==> config.mk <==
export PLATFORM = sky130hd
export DESIGN_NAME = tlpw_ctrl
export DESIGN_NICKNAME = d
export VERILOG_FILES = /design/src/rtl/tlpw_pkg.sv /design/src/rtl/tlpw_ctrl.sv
export SDC_FILE = /design/constraint.sdc
export NUM_CORES = 1
export LEC_CHECK = 0
export BUFFER_PORTS_ARGS = -buffer_cell sky130_fd_sc_hd__buf_4
export CORE_AREA = 5 5 42 44
export DETAILED_ROUTE_END_ITERATION = 7
export DIE_AREA = 0 0 47 49
export PLACE_DENSITY = 0.44
export SLEW_MARGIN = 20
export SYNTH_ARGS = -nofsm -noshare
export SYNTH_HDL_FRONTEND = slang
export SYNTH_SLANG_ARGS = --single-unit
==> constraint.sdc <==
create_clock -name clock -period 1.2 [get_ports clock]
set_input_delay 0.06 -clock clock [delete_from_list [all_inputs] [get_ports clock]]
set_output_delay 0.06 -clock clock [all_outputs]
set_load 0.005 [all_outputs]
==> src/rtl/tlpw_pkg.sv <==
// ---------------------------------------------------------------------------
// tlpw_pkg: shared types and constants of the two-level page walker
// Payload structs, status codes, the controller state type and the
// command and status structs that join the controller and the datapath.
// ---------------------------------------------------------------------------
package tlpw_pkg;

   localparam int PAGE_BYTES   = 32;
   localparam int NUM_FRAMES   = 128;
   localparam int MEM_DEPTH    = PAGE_BYTES * NUM_FRAMES;
   localparam int ADDR_W       = $clog2(MEM_DEPTH);
   localparam int OFFSET_W     = $clog2(PAGE_BYTES);
   localparam int FRAME_W      = $clog2(NUM_FRAMES);
   localparam int INDEX_W      = 5;
   localparam int VA_W         = 15;
   localparam int BYTE_W       = 8;
   localparam int DIR_IDX_LSB  = 2 * INDEX_W;
   localparam int TBL_IDX_LSB  = INDEX_W;
   localparam int ENTRY_VALID  = 7;

   localparam logic [ADDR_W-1:0] DIR_BASE_RESET = 12'h220;

   localparam logic CMD_WRITE     = 1'b0;
   localparam logic CMD_TRANSLATE = 1'b1;

   typedef enum logic [1:0] {
      STATUS_OK          = 2'd0,
      STATUS_DIR_FAULT   = 2'd1,
      STATUS_TABLE_FAULT = 2'd2,
      STATUS_WRITE_DONE  = 2'd3
   } status_type;

   typedef struct packed {
      logic              cmd;
      logic [ADDR_W-1:0] write_addr;
      logic [BYTE_W-1:0] write_data;
      logic [VA_W-1:0]   virt_addr;
   } req_type;

   typedef struct packed {
      status_type         status;
      logic [INDEX_W-1:0] dir_index;
      logic               dir_valid;
      logic [FRAME_W-1:0] dir_frame;
      logic [INDEX_W-1:0] table_index;
      logic               table_valid;
      logic [FRAME_W-1:0] table_frame;
      logic [ADDR_W-1:0]  phys_addr;
      logic [BYTE_W-1:0]  read_value;
   } rsp_type;

   typedef enum logic [1:0] {
      ST_IDLE,
      ST_DIR_CHECK,
      ST_TABLE_CHECK,
      ST_DATA
   } state_type;

   typedef enum logic [1:0] {
      ADDR_WRITE,
      ADDR_DIR,
      ADDR_TABLE,
      ADDR_DATA
   } addr_sel_type;

   typedef struct packed {
      logic         mem_en;
      logic         mem_we;
      addr_sel_type addr_sel;
      logic         req_load;
      logic         dir_load;
      logic         tbl_load;
      logic         rsp_load;
      status_type   rsp_status;
   } ctl_cmd_type;

   typedef struct packed {
      logic entry_valid;
   } dp_stat_type;

endpackage

==> src/rtl/tlpw_ctrl.sv <==
// ---------------------------------------------------------------------------
// tlpw_ctrl: walk sequencer
// Steps through the directory, table and data reads and tells the datapath
// which address to drive and when to load the result.
// ---------------------------------------------------------------------------
module tlpw_ctrl (
   input  logic                  clock,
   input  logic                  reset,
   input  logic                  start,
   input  logic                  req_cmd,
   input  tlpw_pkg::dp_stat_type stat,
   output tlpw_pkg::ctl_cmd_type ctl,
   output logic                  busy
);

   tlpw_pkg::state_type state_ff;
   tlpw_pkg::state_type state_in;

   always_ff @(posedge clock) begin
      if (reset) begin
         state_ff <= tlpw_pkg::ST_IDLE;
      end else begin
         state_ff <= state_in;
      end
   end

   always_comb begin
      state_in = state_ff;
      unique case (state_ff)
         tlpw_pkg::ST_IDLE: begin
            if (start && req_cmd == tlpw_pkg::CMD_TRANSLATE) begin
               state_in = tlpw_pkg::ST_DIR_CHECK;
            end
         end
         tlpw_pkg::ST_DIR_CHECK: begin
            state_in = stat.entry_valid ? tlpw_pkg::ST_TABLE_CHECK : tlpw_pkg::ST_IDLE;
         end
         tlpw_pkg::ST_TABLE_CHECK: begin
            state_in = stat.entry_valid ? tlpw_pkg::ST_DATA : tlpw_pkg::ST_IDLE;
         end
         tlpw_pkg::ST_DATA: begin
            state_in = tlpw_pkg::ST_IDLE;
         end
         default: begin
            state_in = tlpw_pkg::ST_IDLE;
         end
      endcase
   end

   always_comb begin
      ctl            = '0;
      ctl.addr_sel   = tlpw_pkg::ADDR_DIR;
      ctl.rsp_status = tlpw_pkg::STATUS_OK;
      busy           = 1'b1;
      unique case (state_ff)
         tlpw_pkg::ST_IDLE: begin
            busy = 1'b0;
            if (start) begin
               ctl.mem_en = 1'b1;
               if (req_cmd == tlpw_pkg::CMD_WRITE) begin
                  ctl.mem_we     = 1'b1;
                  ctl.addr_sel   = tlpw_pkg::ADDR_WRITE;
                  ctl.rsp_load   = 1'b1;
                  ctl.rsp_status = tlpw_pkg::STATUS_WRITE_DONE;
               end else begin
                  ctl.addr_sel = tlpw_pkg::ADDR_DIR;
                  ctl.req_load = 1'b1;
               end
            end
         end
         tlpw_pkg::ST_DIR_CHECK: begin
            if (stat.entry_valid) begin
               ctl.mem_en   = 1'b1;
               ctl.addr_sel = tlpw_pkg::ADDR_TABLE;
               ctl.dir_load = 1'b1;
            end else begin
               ctl.rsp_load   = 1'b1;
               ctl.rsp_status = tlpw_pkg::STATUS_DIR_FAULT;
            end
         end
         tlpw_pkg::ST_TABLE_CHECK: begin
            if (stat.entry_valid) begin
               ctl.mem_en   = 1'b1;
               ctl.addr_sel = tlpw_pkg::ADDR_DATA;
               ctl.tbl_load = 1'b1;
            end else begin
               ctl.rsp_load   = 1'b1;
               ctl.rsp_status = tlpw_pkg::STATUS_TABLE_FAULT;
            end
         end
         tlpw_pkg::ST_DATA: begin
            ctl.rsp_load   = 1'b1;
            ctl.rsp_status = tlpw_pkg::STATUS_OK;
         end
         default: begin
            busy = 1'b1;
         end
      endcase
   end

endmodule

==> key figures <==
Logic synthesis
  – Combinational family with the most area after synthesis: adder cells
  – Syn. warnings: 0
  – Post-Syn Area: 278 um^2
  – Share of the synthesized area in the top cell type: 27.0%
  – Synthesized area per cell: 7.72 um^2
  – Mux contribution to synthesized area: 4.05%
  – Post-Synth Adder-Cell Area: 27.0%
  – Post-synthesis xor/xnor area fraction: 0%
  – Simple-Gate Fraction of Synth Area: 24.8%
  – Sequential area share after synthesis: 14.4%
  – Seq cells post-synth: 2
  – Synthesized instance count: 36
  – Synth unique cells: 18
  – Top cells by area, synth: ha_1, dfxtp_1, nor2_1
  – Compound-Gate Fraction of Synth Area: between 20 and 25%
  – Syn Nets: 47
  – Post-synth top area cell: ha_1

Worst setup path
  – CP required: 1140 ps
  – Reg-to-Reg Start: state_ff[1]
  – Type of origin of the critical path: flop
  – CP Capture Type: output pin
  – R2R Setup Slk: -80 ps
  – Worst path arrival time: 1370 ps
  – Crit-path max cell delay: 380 ps
  – Worst-path maximum fanout: 5
  – Critical path class: flop to output pin
  – Top delay family on crit path: flip-flops
  – Worst Path Buf+Inv: 2
  – Reg-to-reg endpoint: state_ff[1]
  – Sequence of cells on the critical path: inv_6 > ha_4 > nor2_2 > o21bai_1 > mux2_2 > buf_4
  – R2R depth: 5
  – Slowest-stage cell, CP: dfxtp_4

Final layout
  – Layout overhead on the synthesized area: 133%
  – Biggest regs: state_ff x2
  – Seq. cell area: ~48 um^2
  – Largest register FFs: 2
  – Share of cells above drive strength 1: between 70% and 80%
  – Most common cell after layout, fill and taps aside: buf_4
  – Layout filler cell count: 142
  – Final net count: 75
  – Largest register by flop count: state_ff
  – Final std cells w/o fill: 79
  – Most frequent cells in the layout: buf_4, buf_6, ha_4
  – Area of the multi-input gates: 329 um^2
  – Post-route design area: 648 um^2
  – # diodes: 0

Clock network
  – CTS tree: built
  – Htree depth: 1
  – Root buf cell: clkbuf_4
  – Clock Tree Buf Depth: 2
  – Num CTS Buffers: 3
  – CTS clk-pin slew, worst paths: ~30 ps
  – Post-CTS Setup Bufs: 0
  – Worst-skew pair later-pin latency: 230 ps
  – Sink Count: 2

Die
  – Die X: 47 um
  – FP Rows: 14
  – Core Region: 0.00140 mm^2
  – I/O pins: 16
  – Die Height: ~49 um
  – Initial Utilization: between 10% and 20%
  – DIE AREA: 0.00230 mm^2

Routing
  – Post-Route WL: about 870 um
  – DR vias: 345
  – Iter 0 DRT Violations: 0
  – Vias per inst: 4.37
  – WL per Instance: 11.1 um
  – Pre-antenna DRT Iters: 1
  – DR DRC count: 0
  – DRT antenna net count: 0

Min path
  – Worst Hold End: state_ff[1]
  – Hold Path Cell Cnt: 4
  – Hold_sp: stat
  – Min-delay worst type: primary input to flop

STA
  – Worst relative slew slack: 79.8%
  – Max-slew violations: 0
  – Worst slew pin tran: 302 ps
  – Fmax: 0.698 GHz
  – Clock Skews: 6.78 ps
  – Period utilisation layout: 119%
  – Setup violation total in the final timing report: 10
  – RSZ-0062 raised after global routing: true
  – Worst Setup Slack, final: -232 ps
  – Minimum clock period: between 1000 and 1500 ps
  – TNS Setup: -1050 ps
  – Endpoints failing hold: 0

GRT
  – Gr busiest metal: met2
  – Global-route wire length before repair: 1390 um
  – GRT overflow: 0
  – Vias in the first global route: about 320
  – Antenna violations before repair: 0
  – Met3 usage: 2.21%
  – GRT Overall Usage: a little over 8%
  – Met2 GRT Util: 13.8%
  – GR Util met1: 8.95%
  – Largest net degree at the start of global routing: 8

Power
  – Total power: 0.000576 W
  – Cell Pwr Density: 888 mW/mm^2
  – Pleak: 0.285 nW
  – Maximum vdd drop: 0.561 mV

Status
  – Status: complete, but fails checks
  – Violated checks: setup timing

Run
  – Max_cap viols: 0

Place
  – Placed Instance Area: 507 um^2
  – Setup WS pre-CTS: -40.4 ps
  – Final HPWL DP: 671 um
  – GPL Wtd Cong: 0.756
  – Placed instance count: 74
  – Port bufs: 15
==> power breakdown <==
part           leakage, nW  internal, W  switching [W]
Clock               0.0150     0.000124      0.0000394
Sequential          0.0178    0.0000731      0.0000138
Combinational        0.252     0.000195       0.000131
Total                0.285     0.000391       0.000184
==> timing repair <==
| item | 4_1_cts | 5_1_grt |
|---|---|---|
| resized for setup | 19 | 8 |
| hold buffers | 1 | 0 |
| setup endpoints to repair | 11 | 13 |
| pin swaps | 7 | 1 |
| endpoints found under the hold margin | 2 | 0 |
==> cell families after synthesis <==
| logic type | Yosys count |
|---|---|
| adder cells (fa/ha/maj) | 6 |
| multiplexers | 1 |
| AND/OR/NAND/NOR | 14 |
| flip-flops | 2 |
| buffers and inverters | 4 |
| AO/OA/AOI/OAI | 9 |
==> synth_stat cells <==
cell and count:
mux2_2 1, a22o_1 2, and3_1 1, a211oi_1 1, nor2b_1 1, or3_1 1
inv_1 4, a21oi_1 2, nand2_1 3, nor3_1 1, o21bai_1 1, and2_2 2
ha_1 6, o221ai_1 1, o21ai_2 1, dfxtp_1 2, a21boi_0 1, nor2_1 5
==> worst max-delay path by stage <==
stage                   to  cells after the start         from
3_5_place_dp   state_ff[1]                      5  state_ff[0]
3_3_place_gp   state_ff[1]                      5  state_ff[1]
4_1_cts             ctl[2]                      6  state_ff[0]
6_report            ctl[2]                      6  state_ff[0]
5_1_grt             ctl[2]                      6  state_ff[0]
2_1_floorplan  state_ff[1]                      5  state_ff[1]
==> cell type report <==
cell class / instances / share of cell area (%)
well taps: 16 / 3.09
clock buffers: 4 / 4.05
multi-input cells: 30 / 50.8
flip-flops and latches: 2 / 7.34
repair buffers: 23 / 30.5
inverters: 4 / 4.25
==> worst min-delay path: cells and delay by family <==
kind | cells | cell delay (ps)
compound gates | 2 | 120
buf+inv | 1 | 140
simple gates | 1 | 130
==> per-stage QoR <==
| stage | utilization, % | hold slack [ps] |
|---|---|---|
| floorplan | - | 119 |
| global placement | 36.2 | 221 |
| detailed placement | 36.2 | 227 |
| CTS | 44.4 | 227 |
| global route | 46.3 | 265 |
| finish | 46.3 | 266 |
==> routing by layer <==
metal / routed length (um) / up-vias
met5: 0 / -
met1: 298 / 158
met2: 534 / 6
met3: 42 / 0
met4: 0 / 0
li1: - / 181
(Power assumes the default switching activity.)
